[config.mk]
export PLATFORM = sky130hd
export DESIGN_NAME = exp_neg_taylor_series_flat
export DESIGN_NICKNAME = d
export VERILOG_FILES = /design/src/hw/rtl/ents_pkg.sv /design/src/hw/rtl/ents_if.sv /design/src/hw/rtl/exp_neg_taylor_series.sv /design/src/hw/rtl/ents_div.sv /design/src/hw/rtl/ents_core.sv /design/src/flat_wrapper.sv
export SDC_FILE = /design/constraint.sdc
export NUM_CORES = 2
export LEC_CHECK = 0
export ABC_AREA = 1
export BUFFER_PORTS_ARGS = -buffer_cell sky130_fd_sc_hd__buf_2
export CELL_PAD_IN_SITES_DETAIL_PLACEMENT = 0
export CELL_PAD_IN_SITES_GLOBAL_PLACEMENT = 2
export CORE_MARGIN = 2
export CORE_UTILIZATION = 39
export CTS_CLUSTER_SIZE = 16
export DETAILED_ROUTE_END_ITERATION = 7
export PLACE_DENSITY_LB_ADDON = 0.1
export SLEW_MARGIN = 10
export SYNTH_ARGS = -nofsm -noshare
export SYNTH_HDL_FRONTEND = slang
export SYNTH_SLANG_ARGS = --single-unit
export TNS_END_PERCENT = 5
[constraint.sdc]
create_clock -name clk -period 10.7 [get_ports clk]
set_input_delay 1.07 -clock clk [delete_from_list [all_inputs] [get_ports clk]]
set_output_delay 1.07 -clock clk [all_outputs]
set_load 0.02 [all_outputs]
[src/hw/rtl/ents_pkg.sv]
// package for the exp(-x) taylor series block
// widths, limits, sequencer states and small helpers; no dependencies
`timescale 1ns / 1ps
package ents_pkg;

  localparam int X_W    = 21;
  localparam int N_W    = 10;
  localparam int D_W    = 64;
  localparam int X_FRAC = 16;
  localparam int HALF_W = 32;

  localparam int MAX_TERMS_DEF = 1023;
  localparam int FRAC_BITS_DEF = 32;

  localparam logic [D_W-1:0] POS_LIMIT = 64'h7FFF_FFFF_FFFF_FFFF;
  localparam logic [D_W-1:0] NEG_LIMIT = 64'h8000_0000_0000_0000;

  typedef enum logic [3:0] {
    ST_IDLE,
    ST_MUL_LO,
    ST_MUL_HI,
    ST_DIV_GO,
    ST_DIV_WAIT,
    ST_ACC,
    ST_FIN,
    ST_RCP_WAIT,
    ST_DONE
  } ents_state_t;

  function automatic logic [D_W-1:0] mag_limit(input logic neg);
    mag_limit = neg ? NEG_LIMIT : POS_LIMIT;
  endfunction

  function automatic logic [D_W-1:0] to_bits(input logic neg, input logic [D_W-1:0] mag);
    to_bits = neg ? (~mag + 64'd1) : mag;
  endfunction

endpackage

[src/hw/rtl/ents_if.sv]
// valid/ready channel interfaces for the input, result and config ports
// depends on ents_pkg
`timescale 1ns / 1ps
interface ents_in_if;
  import ents_pkg::*;
  logic                  valid;
  logic                  ready;
  logic signed [X_W-1:0] x_value;
  logic        [N_W-1:0] term_count;
  modport source (output valid, x_value, term_count, input ready);
  modport sink   (input valid, x_value, term_count, output ready);
endinterface

interface ents_out_if;
  import ents_pkg::*;
  logic                  valid;
  logic                  ready;
  logic signed [D_W-1:0] exp_result;
  logic                  overflow_flag;
  modport source (output valid, exp_result, overflow_flag, input ready);
  modport sink   (input valid, exp_result, overflow_flag, output ready);
endinterface

interface ents_cfg_if;
  logic valid;
  logic ready;
  logic method_select;
  modport source (output valid, method_select, input ready);
  modport sink   (input valid, method_select, output ready);
endinterface

[src/hw/rtl/exp_neg_taylor_series.sv]
// exp(-x) by truncated taylor series, fixed point; top level with config and output register
// per term: multiply low and high halves, divide by the term index, accumulate; the reciprocal
// mode ends with one more divide; DVW = max(69, 2*FRAC_BITS+1) bits, the series stops early on
// zero/overflow; one item at a time, next item taken once the result is in the out register
// synchronous active-low reset clears the sequencer and output valid, method_select to 1
// depends on ents_pkg, ents_if, ents_core, ents_div
`timescale 1ns / 1ps
module exp_neg_taylor_series import ents_pkg::*; #(
  parameter int MAX_TERMS = MAX_TERMS_DEF,
  parameter int FRAC_BITS = FRAC_BITS_DEF
) (
  input  logic      clk,
  input  logic      rst_n,
  ents_in_if.sink   in_ch,
  ents_out_if.source out_ch,
  ents_cfg_if.sink  cfg_ch
);
  logic           method_r;
  logic           out_valid_r, out_valid_nxt;
  logic [D_W-1:0] out_data_r, out_data_nxt;
  logic           out_flag_r, out_flag_nxt;
  logic           res_valid, res_take, res_flag;
  logic [D_W-1:0] res_value;

  ents_core #(.MAX_TERMS(MAX_TERMS), .FRAC_BITS(FRAC_BITS)) u_core (
    .clk           (clk),
    .rst_n         (rst_n),
    .in_valid      (in_ch.valid),
    .in_ready      (in_ch.ready),
    .x_value       (in_ch.x_value),
    .term_count    (in_ch.term_count),
    .method_select (method_r),
    .res_valid     (res_valid),
    .res_take      (res_take),
    .res_value     (res_value),
    .res_flag      (res_flag)
  );

  assign cfg_ch.ready = 1'b1;
  assign res_take     = res_valid && (!out_valid_r || out_ch.ready);

  always_comb begin
    out_valid_nxt = out_valid_r;
    out_data_nxt  = out_data_r;
    out_flag_nxt  = out_flag_r;
    if (out_valid_r && out_ch.ready) out_valid_nxt = 1'b0;
    if (res_take) begin
      out_valid_nxt = 1'b1;
      out_data_nxt  = res_value;
      out_flag_nxt  = res_flag;
    end
  end

  always_ff @(posedge clk) begin
    out_data_r <= out_data_nxt;
    out_flag_r <= out_flag_nxt;
    if (!rst_n) begin
      out_valid_r <= 1'b0;
      method_r    <= 1'b1;
    end else begin
      out_valid_r <= out_valid_nxt;
      if (cfg_ch.valid) method_r <= cfg_ch.method_select;
    end
  end

  assign out_ch.valid         = out_valid_r;
  assign out_ch.exp_result    = out_data_r;
  assign out_ch.overflow_flag = out_flag_r;
endmodule

[src/hw/rtl/ents_div.sv]
// shared restoring divider, one quotient bit per cycle
// depends on ents_pkg
`timescale 1ns / 1ps
module ents_div import ents_pkg::*; #(
  parameter int DVW = 81
) (
  input  logic           clk,
  input  logic           rst_n,
  input  logic           start,
  input  logic [DVW-1:0] dividend,
  input  logic [D_W-1:0] divisor,
  output logic           done,
  output logic [DVW-1:0] quotient
);
  localparam int CNT_W = $clog2(DVW + 1);

  logic [DVW-1:0]   dvd_r, dvd_nxt;
  logic [DVW-1:0]   q_r, q_nxt;
  logic [D_W-1:0]   rem_r, rem_nxt;
  logic [D_W-1:0]   dsr_r, dsr_nxt;
  logic [CNT_W-1:0] cnt_r, cnt_nxt;
  logic             busy_r, busy_nxt;
  logic             done_r, done_nxt;
  logic [D_W:0]     trial;
  logic             qbit;

  always_comb begin
    trial   = {rem_r, dvd_r[DVW-1]};
    qbit    = (trial >= {1'b0, dsr_r});
    dvd_nxt = dvd_r;
    q_nxt   = q_r;
    rem_nxt = rem_r;
    dsr_nxt = dsr_r;
    cnt_nxt = cnt_r;
    busy_nxt = busy_r;
    done_nxt = 1'b0;
    if (start) begin
      dvd_nxt  = dividend;
      dsr_nxt  = divisor;
      rem_nxt  = '0;
      q_nxt    = '0;
      cnt_nxt  = CNT_W'(DVW);
      busy_nxt = 1'b1;
    end else if (busy_r) begin
      // remainder stays below the divisor, so the difference fits
      rem_nxt = qbit ? D_W'(trial - {1'b0, dsr_r}) : trial[D_W-1:0];
      q_nxt   = {q_r[DVW-2:0], qbit};
      dvd_nxt = {dvd_r[DVW-2:0], 1'b0};
      cnt_nxt = cnt_r - CNT_W'(1);
      if (cnt_r == CNT_W'(1)) begin
        busy_nxt = 1'b0;
        done_nxt = 1'b1;
      end
    end
  end

  always_ff @(posedge clk) begin
    dvd_r <= dvd_nxt;
    q_r   <= q_nxt;
    rem_r <= rem_nxt;
    dsr_r <= dsr_nxt;
    cnt_r <= cnt_nxt;
    if (!rst_n) begin
      busy_r <= 1'b0;
      done_r <= 1'b0;
    end else begin
      busy_r <= busy_nxt;
      done_r <= done_nxt;
    end
  end

  assign done     = done_r;
  assign quotient = q_r;
endmodule

[src/hw/rtl/ents_core.sv]
// series sequencer: shared 32x21 multiplier, term and sum registers,
// drives the shared divider for term steps and the final reciprocal; depends on ents_pkg, ents_div
`timescale 1ns / 1ps
module ents_core import ents_pkg::*; #(
  parameter int MAX_TERMS = MAX_TERMS_DEF,
  parameter int FRAC_BITS = FRAC_BITS_DEF
) (
  input  logic                  clk,
  input  logic                  rst_n,
  input  logic                  in_valid,
  output logic                  in_ready,
  input  logic signed [X_W-1:0] x_value,
  input  logic        [N_W-1:0] term_count,
  input  logic                  method_select,
  output logic                  res_valid,
  input  logic                  res_take,
  output logic        [D_W-1:0] res_value,
  output logic                  res_flag
);
  localparam int CW  = $clog2(MAX_TERMS + 1);
  localparam int PW  = D_W + X_W;
  localparam int SHW = PW - X_FRAC;
  localparam int RW  = 2 * FRAC_BITS + 1;
  localparam int DVW = (SHW > RW) ? SHW : RW;
  localparam int MPW = HALF_W + X_W;

  ents_state_t state_r, state_nxt;

  logic           xneg_r, xneg_nxt;
  logic [X_W-1:0] xmag_r, xmag_nxt;
  logic [CW-1:0]  n_r, n_nxt;
  logic [CW-1:0]  i_r, i_nxt;
  logic           alt_r, alt_nxt;
  logic           flag_r, flag_nxt;
  logic           tneg_r, tneg_nxt;
  logic [D_W-1:0] tmag_r, tmag_nxt;
  logic           sneg_r, sneg_nxt;
  logic [D_W-1:0] smag_r, smag_nxt;
  logic [PW-1:0]  prod_r, prod_nxt;
  logic [D_W-1:0] res_r, res_nxt;

  logic [HALF_W-1:0] mul_a;
  logic [MPW-1:0]    mul_p;
  logic              div_start;
  logic [DVW-1:0]    div_dvd;
  logic [D_W-1:0]    div_dsr;
  logic              div_done;
  logic [DVW-1:0]    div_q;

  logic           q_zero, nneg, term_ovf, rcp_ovf, sum_ovf, stop;
  logic [D_W:0]   sum_wide;

  ents_div #(.DVW(DVW)) u_div (
    .clk      (clk),
    .rst_n    (rst_n),
    .start    (div_start),
    .dividend (div_dvd),
    .divisor  (div_dsr),
    .done     (div_done),
    .quotient (div_q)
  );

  assign mul_a = (state_r == ST_MUL_HI) ? tmag_r[D_W-1:HALF_W] : tmag_r[HALF_W-1:0];
  assign mul_p = MPW'(mul_a) * MPW'(xmag_r);

  always_comb begin
    q_zero   = (div_q == '0);
    nneg     = ((tneg_r != xneg_r) != alt_r) && !q_zero;
    term_ovf = (|div_q[DVW-1:D_W]) || (div_q[D_W-1:0] > mag_limit(nneg));
    rcp_ovf  = (|div_q[DVW-1:D_W]) || (div_q[D_W-1:0] > mag_limit(sneg_r));
    sum_wide = {1'b0, smag_r} + {1'b0, tmag_r};
    sum_ovf  = (sneg_r == tneg_r) && (sum_wide > {1'b0, mag_limit(sneg_r)});
    stop     = 1'b0;

    xneg_nxt = xneg_r;
    xmag_nxt = xmag_r;
    n_nxt    = n_r;
    i_nxt    = i_r;
    alt_nxt  = alt_r;
    flag_nxt = flag_r;
    tneg_nxt = tneg_r;
    tmag_nxt = tmag_r;
    sneg_nxt = sneg_r;
    smag_nxt = smag_r;
    prod_nxt = prod_r;
    res_nxt  = res_r;

    unique case (state_r)
      ST_IDLE: begin
        if (in_valid) begin
          xneg_nxt = x_value[X_W-1];
          xmag_nxt = x_value[X_W-1] ? (~x_value + X_W'(1)) : x_value;
          if (32'(term_count) > MAX_TERMS) n_nxt = CW'(MAX_TERMS);
          else n_nxt = CW'(term_count);
          i_nxt    = CW'(1);
          alt_nxt  = !method_select;
          flag_nxt = 1'b0;
          tneg_nxt = 1'b0;
          sneg_nxt = 1'b0;
          tmag_nxt = D_W'(1) << FRAC_BITS;
          smag_nxt = D_W'(1) << FRAC_BITS;
        end
      end
      ST_MUL_LO: prod_nxt = PW'(mul_p);
      ST_MUL_HI: prod_nxt = prod_r + (PW'(mul_p) << HALF_W);
      ST_DIV_GO: ;
      ST_DIV_WAIT: begin
        if (div_done) begin
          if (term_ovf) begin
            flag_nxt = 1'b1;
            sneg_nxt = nneg;
            smag_nxt = mag_limit(nneg);
          end else begin
            tneg_nxt = nneg;
            tmag_nxt = div_q[D_W-1:0];
          end
        end
      end
      ST_ACC: begin
        stop = 1'b1;
        if (sum_ovf) begin
          flag_nxt = 1'b1;
          smag_nxt = mag_limit(sneg_r);
        end else begin
          if (sneg_r == tneg_r) begin
            smag_nxt = sum_wide[D_W-1:0];
          end else if (smag_r >= tmag_r) begin
            smag_nxt = smag_r - tmag_r;
          end else begin
            smag_nxt = tmag_r - smag_r;
            sneg_nxt = tneg_r;
          end
          if (smag_nxt == '0) sneg_nxt = 1'b0;
          stop  = (tmag_r == '0) || (i_r == n_r);
          i_nxt = i_r + CW'(1);
        end
      end
      ST_FIN: begin
        if (alt_r) begin
          res_nxt = to_bits(sneg_r, smag_r);
        end else if (smag_r == '0) begin
          flag_nxt = 1'b1;
          res_nxt  = POS_LIMIT;
        end
      end
      ST_RCP_WAIT: begin
        if (div_done) begin
          if (rcp_ovf) begin
            flag_nxt = 1'b1;
            res_nxt  = mag_limit(sneg_r);
          end else begin
            res_nxt = to_bits(sneg_r, div_q[D_W-1:0]);
          end
        end
      end
      ST_DONE: ;
      default: ;
    endcase
  end

  // next state
  always_comb begin
    state_nxt = state_r;
    unique case (state_r)
      ST_IDLE:     if (in_valid) state_nxt = (n_nxt == '0) ? ST_FIN : ST_MUL_LO;
      ST_MUL_LO:   state_nxt = ST_MUL_HI;
      ST_MUL_HI:   state_nxt = ST_DIV_GO;
      ST_DIV_GO:   state_nxt = ST_DIV_WAIT;
      ST_DIV_WAIT: if (div_done) state_nxt = term_ovf ? ST_FIN : ST_ACC;
      ST_ACC:      state_nxt = stop ? ST_FIN : ST_MUL_LO;
      ST_FIN:      state_nxt = (alt_r || smag_r == '0) ? ST_DONE : ST_RCP_WAIT;
      ST_RCP_WAIT: if (div_done) state_nxt = ST_DONE;
      ST_DONE:     if (res_take) state_nxt = ST_IDLE;
      default:     state_nxt = ST_IDLE;
    endcase
  end

  // outputs
  always_comb begin
    in_ready  = (state_r == ST_IDLE);
    res_valid = (state_r == ST_DONE);
    div_start = (state_r == ST_DIV_GO) ||
                ((state_r == ST_FIN) && !alt_r && (smag_r != '0));
    div_dvd   = (state_r == ST_DIV_GO) ? DVW'(prod_r[PW-1:X_FRAC])
                                       : (DVW'(1) << (2 * FRAC_BITS));
    div_dsr   = (state_r == ST_DIV_GO) ? D_W'(i_r) : smag_r;
  end

  always_ff @(posedge clk) begin
    xneg_r <= xneg_nxt;
    xmag_r <= xmag_nxt;
    n_r    <= n_nxt;
    i_r    <= i_nxt;
    alt_r  <= alt_nxt;
    flag_r <= flag_nxt;
    tneg_r <= tneg_nxt;
    tmag_r <= tmag_nxt;
    sneg_r <= sneg_nxt;
    smag_r <= smag_nxt;
    prod_r <= prod_nxt;
    res_r  <= res_nxt;
    if (!rst_n) state_r <= ST_IDLE;
    else        state_r <= state_nxt;
  end

  assign res_value = res_r;
  assign res_flag  = flag_r;
endmodule

[src/flat_wrapper.sv]
// flat-port wrapper written by rule: the top's interface ports become plain ports
module exp_neg_taylor_series_flat import ents_pkg::*;
#(
  parameter int MAX_TERMS = MAX_TERMS_DEF,
  parameter int FRAC_BITS = FRAC_BITS_DEF
)
  (clk, rst_n, in_ch_valid, in_ch_x_value, in_ch_term_count, in_ch_ready, out_ch_valid, out_ch_exp_result, out_ch_overflow_flag, out_ch_ready, cfg_ch_valid, cfg_ch_method_select, cfg_ch_ready);
  ents_in_if in_ch_i ();
  ents_out_if out_ch_i ();
  ents_cfg_if cfg_ch_i ();
  input  logic clk;
  input  logic rst_n;
  input wire logic [$bits(in_ch_i.valid)-1:0] in_ch_valid;
  input wire logic [$bits(in_ch_i.x_value)-1:0] in_ch_x_value;
  input wire logic [$bits(in_ch_i.term_count)-1:0] in_ch_term_count;
  output wire logic [$bits(in_ch_i.ready)-1:0] in_ch_ready;
  output wire logic [$bits(out_ch_i.valid)-1:0] out_ch_valid;
  output wire logic [$bits(out_ch_i.exp_result)-1:0] out_ch_exp_result;
  output wire logic [$bits(out_ch_i.overflow_flag)-1:0] out_ch_overflow_flag;
  input wire logic [$bits(out_ch_i.ready)-1:0] out_ch_ready;
  input wire logic [$bits(cfg_ch_i.valid)-1:0] cfg_ch_valid;
  input wire logic [$bits(cfg_ch_i.method_select)-1:0] cfg_ch_method_select;
  output wire logic [$bits(cfg_ch_i.ready)-1:0] cfg_ch_ready;
  assign in_ch_i.valid = in_ch_valid;
  assign in_ch_i.x_value = in_ch_x_value;
  assign in_ch_i.term_count = in_ch_term_count;
  assign in_ch_ready = in_ch_i.ready;
  assign out_ch_valid = out_ch_i.valid;
  assign out_ch_exp_result = out_ch_i.exp_result;
  assign out_ch_overflow_flag = out_ch_i.overflow_flag;
  assign out_ch_i.ready = out_ch_ready;
  assign cfg_ch_i.valid = cfg_ch_valid;
  assign cfg_ch_i.method_select = cfg_ch_method_select;
  assign cfg_ch_ready = cfg_ch_i.ready;
  exp_neg_taylor_series #(.MAX_TERMS(MAX_TERMS), .FRAC_BITS(FRAC_BITS)) u_core (.clk(clk), .rst_n(rst_n), .in_ch(in_ch_i), .out_ch(out_ch_i), .cfg_ch(cfg_ch_i));
endmodule
# == Word level (Yosys, flattened, before mapping) ==
# Index checks and enable logic that the tools add are counted.
# totals
ram_bits,0
romBits,0
output_inout_bits,68
input_bits,37
n_memories,0
register_bits,669
wordCells,185
latch_bits,0
# op_classes
addsub,10
mux,70
bitwise,5
n_eq_ne,27
reduce_logical,41
n_shift,0
order_cmp,5
mul,1
div_mod_pow,0
# ops
op,count
two-way mux 64 bit,19
case mux 64 bit (2 select lines),2
two-way mux 69 bit,3
logical NOT 64 bit,3
case mux 64 bit (3 select lines),1
subtractor 64 bit,3
case mux 85 bit (2 select lines),1
adder 64 x 1 -> 64 bit (second input constant),2
> comparator 64 bit,2
NOT 64 bit,2
adder 85 bit,1
logical NOT 69 bit,1
adder 64 x 64 -> 65 bit,1
greater-or-equal comparator 65 x 64 -> 1 bit,1
> comparator 65 x 64 -> 1 bit,1
greater-or-equal comparator 64 bit,1
nonzero test 64 bit,1
multiplier 32 x 21 -> 53 bit,1
two-way mux 10 bit,5
case mux 4 bit (9 select lines),1
two-way mux 32 bit,1
two-way mux 1 bit,24
adder 21 x 2 -> 21 bit (second input constant),1
NOT 21 bit,1
37 further kinds,80

# == Depth between registers and ports, before layout ==
# logic_depth
word_depth,9
depth_mapped,55
depth_no_buf,53

# == By module ==
# Synthesis repeated with hierarchy kept, for this count alone.
# unflattened
hier_cells,12108
hier_area_um2,82306.4
# modules_own_cells
mod,seq_area_each_um2,area_per_inst_um2,n_inst,cells_per_inst
ents_core,9198.8,63733.6,1,9579
ents_div,6836.6,16522.1,1,2450
exp_neg_taylor_series,1991.9,2050.7,1,79

# == Least setup slack after synthesis ==
# Ideal clock, no wire load.
# synth_path
path_kind,flip-flop to flip-flop
start,register u_core.u_core.state_r[1]
end,"register u_core.u_core.prod_r[83], data pin"
setup_slack_ps,1669
synth_period_minus_slack_ps,9031
t_required_ps,10447
path_stages_with_launch,43
path_buffers,3
t_arrival_ps,8778
setup_ps,253
cell_sequence,dfxtp_1 inv_1 nor2_1 nand2_1 clkbuf_1 clkbuf_1 o21ai_0 clkbuf_1 nor2_1 fa_1 fa_1 inv_1 fa_1 inv_1 fa_1 fa_1 fa_1 inv_1 [7 not listed] a221o_1 a21oi_1 o31ai_1 xnor2_1 inv_1 ha_1 a21oi_1 o21a_1 o21ai_0 a21oi_1 o221ai_1 a21o_1 a21boi_0 nor2_1 nor2_1 nand2_1 nand2_1 nor2_1
# synth_between
elab_chain_cells,5
word_cells_on_any_way,6
classes_between,add/sub (1); mul (1); eq/ne (2); mux (2)
# synth_rtl
item,line,source
"start, declared",ents_core.sv:27,"ents_state_t state_r, state_nxt;"
"start signal, assigned",ents_core.sv:203,else state_r <= state_nxt;
equality test 4 x 2 -> 1 bit,"ents_core.sv:63, ents_core.sv:88",
two-way mux 32 bit,ents_core.sv:63,assign mul_a = (state_r == ST_MUL_HI) ? tmag_r[D_W-1:HALF_W] : tmag_r[HALF_W-1:0];
multiplier 32 x 21 -> 53 bit,ents_core.sv:64,assign mul_p = MPW'(mul_a) * MPW'(xmag_r);
adder 85 bit,ents_core.sv:105,ST_MUL_HI: prod_nxt = prod_r + (PW'(mul_p) << HALF_W);
case mux 85 bit (2 select lines) *,ents_core.sv:88,unique case (state_r)
"end signal, assigned",ents_core.sv:200,prod_r <= prod_nxt;
"end, declared",ents_core.sv:39,"logic [PW-1:0] prod_r, prod_nxt;"
# Mark *: on every way between the ends. The rest lies on a longest branch, timed or not.
# A chain may end at the register's enable or synchronous reset.

# == Worst setup path after layout ==
# layout_path
start,register u_core.u_core.state_r[1]
end,"register u_core.u_core.prod_r[84], data pin"
# Same word-level chain as after synthesis.

==> flow_metrics.py <==
metrics = {
    "status": {
        "status": "finished clean",
    },
    "clock_tree": {
        "cts_made_buffers": 84,
        "clk_latency_ns": 0.79,
        "cts-htree-levels": 3,
        "clockRootBuffer": "clkbuf_16",
        "clk_path_buf_depth": 3,
        "clkTransAtPathRegs_ns": 0.07,
        "cts_tree": "built",
        "clock_sinks": 653,
    },
    "drt": {
        "post_drt_wl_per_cell_microns": 28.98,
        "ant_nets": 0,
        "wl_met2_mm": 166.1,
        "drt_iter0_drc": 9400,
        "top_layer_used": "met5",
        "routed-wl-met3_mm": 41.45,
        "drt_wl_total_mm": 408.3,
        "dr.pass1.iters": 6,
        "drc": 0,
        "vias": 79500,
        "vias_per_cell": 5.643,
        "wl_met1_mm": 177.5,
    },
    "synthesis": {
        "synthesis.nets": 12388,
        "yosysMostFrequentCell": "nand2_1",
        "synth-edff-count": 495,
        "netlist.area_leader.share_pct": 18.77,
        "yosysWarningCount": 0,
        "ys_types": 72,
        "yosysTopAreaCell": "edfxtp_1",
        "synth-seq-area-share_pct": 22.77,
        "yosys_most_used_dff": "edfxtp_1",
        "async_flop_share_pct": 0,
        "synth_common_cells": "nand2_1 (2,740), inv_1 (1,988), nor2_1 (1,258), a21oi_1 (745), ha_1 (671)",
        "syn_avg_cell_area_sq_um": 7.129,
        "syn_area_sq_um": 79180,
        "netlist_instances": 11108,
        "ys_ff_latch": 653,
        "ys_top_cells_by_area": "edfxtp_1 (19%), fa_1 (14%), nand2_1 (13%)",
    },
    "critical_path": {
        "critPathLaunchType": "flip-flop",
        "worstPathRequired_ns": 11.19,
        "critical_path_class": "reg2reg",
        "critical_path.top_delay_family": "adder cells",
        "critPathMaxFanout": 19,
        "cp_data_arrival_time_ns": 10.86,
        "critPathBufInv": 8,
        "max_stage_delay_ns": 0.77,
        "slowest_stage": "fa_1",
        "endpoint_kind": "flip-flop",
        "crit_path_frequent_cell": "fa_1",
    },
    "flow_run": {
        "drv_cap": 0,
    },
    "global_route": {
        "track_usage_pct": 38.89,
        "overflow": 0,
        "grt_max_degree": 144,
        "antenna_found_initial": 39,
        "grt_pass1_vias": 77159,
        "grt_pass1_wl_mm": 570.2,
    },
    "timing": {
        "fin_crit_sh_pct": 96.90,
        "rsz0062_at_grt": "yes",
        "drv_slew": 0,
        "setup_viol": 0,
        "finClkSkew_ns": 0.06963,
        "hold_violations": 0,
        "worst_pin_slew_ns": 1.439,
        "slew_headroom_pct": 3.178,
        "fin_crit_ns": 10.37,
        "max_freq_mhz": 96.45,
    },
    "layout": {
        "syn_to_final_growth_pct": 10.57,
        "drive_gt1_share_pct": 6.989,
        "fillers": 21156,
        "final_nets": 12597,
        "fin_cells": 14089,
    },
    "placement": {
        "gp_congestion": 1.058,
        "dp_cells": 13891,
        "numPortBuffers": 103,
        "post-dp-hpwl_mm": 338.2,
    },
    "die": {
        "num_rows": 165,
        "die_x_microns": 454.6,
        "start_util_pct": 39.22,
        "dieArea_sq_um": 206700,
        "die_y_microns": 454.6,
        "io_pins": 105,
        "core_area_sq_um": 201900,
    },
    "min_path": {
        "hold_path.class": "reg2reg",
    },
}
path summary, 6_finish.rpt:
path	cells after the start	slack (ns)	from	end
worst max-delay path	38	0.33	u_core.u_core.state_r[1]	u_core.u_core.prod_r[84]
worst min register to register	0	0.41	u_core.u_core.res_value[62]	u_core.out_ch.exp_result[62]
worst min-delay path	0	0.41	u_core.u_core.res_value[62]	u_core.out_ch.exp_result[62]
worst max register to register	38	0.33	u_core.u_core.state_r[1]	u_core.u_core.prod_r[84]
cell families (layout without fill, tap and decap cells):
family	Yosys count	after routing	synth area share (%)
buffers and inverters	2365	2644	11.63
and+or+nand+nor	4843	4845	25.03
AOI/OAI and AO/OA	1743	1743	12.62
DFF	653	653	22.77
other	1	29	0.004736
adders and majority gates	1243	1243	25.06
xor gates and xnor gates	259	259	2.865
muxes	1	1	0.01264
worst register-to-register path: cells and delay by family (launching register included):
family          cells  cell delay [ns]
simple gates       16             2.76
compound gates      2             0.41
buf+inv             8             1.29
fa+ha+maj           9             4.40
xor+xnor            3             0.88
flops               1             0.33
layout make-up:
cell class / instances / area, sq um / share of cell area, %
clock buffers: 100 / 2212 / 2.527
well taps: 2672 / 3343 / 3.819
clock inverters: 58 / 681.9 / 0.7789
repair buffers: 447 / 3227 / 3.686
diodes: 28 / 70.07 / 0.08003
multi-input cells: 8092 / 52310 / 59.74
inverters: 2039 / 7685 / 8.778
flip-flops and latches: 653 / 18030 / 20.59
per-layer routing:
layer / up-vias / global-route usage, %
met5: - / 0
met4: 28 / 17.77
met3: 765 / 9.585
met2: 3967 / 56.23
met1: 38860 / 54.35
li1: 35880 / -
repair_timing:
item                                    in CTS  in global routing
buffers inserted                             0                 10
endpoints found under the hold margin        0                  0
resized for setup                            0                 57
endpoints found under the setup margin       0                 19
hold buffers                                 0                  0
sequential cells by signal, indices dropped and copies added (netlist names), 4 cells and up:
name,count
u_core.u_core.n_r,10
u_core.u_core.res_value,64
u_core.u_core.u_div.dsr_r,64
u_core.u_core.u_div.quotient,69
u_core.u_core.u_div.dvd_r,69
u_core.u_core.u_div.rem_r,64
u_core.u_core.prod_r,69
u_core.u_core.state_r,4
u_core.out_ch.exp_result,64
u_core.u_core.tmag_r,64
u_core.u_core.smag_r,64
u_core.u_core.i_r,10
u_core.u_core.xmag_r,21
u_core.u_core.u_div.cnt_r,7
placed cells by master, fill, tap and decap left out, types with 66 or more instances in the layout:
master	n
edfxtp_1	495
nand2_1	2734
dfxtp_1	158
nand3_1	449
fa_1	571
ha_1	669
a22o_1	66
xor2_1	170
o21ai_0	412
nand4_1	124
clkbuf_16	84
o211ai_1	73
nor2_1	1248
buf_4	333
o21ai_1	76
a21oi_1	742
o22ai_1	70
xnor2_1	76
inv_1	1976
nor3_1	93
buf_2	103
stage by stage:
step | util, % | setup TNS, ns | hold WS (ns) | cell area (sq um) | worst slack [ns]
finish | 43.36 | 0 | 0.4060 | 87550 | 0.3318
global route | 43.33 | -0.1501 | 0.4201 | 87490 | -0.1321
CTS | 43.15 | 0 | 0.4104 | 87130 | 0.1322
detailed placement | 41.72 | 0 | 0.4051 | 84240 | 0.2080
global placement | 41.72 | 0 | 0.4012 | 84240 | 0.06989
floorplan | - | 0 | 0.4003 | 79180 | 1.669
Power is left out: the tool's default activity adds up to more than one toggle a clock period on the data nets, which glitch-free logic cannot reach.
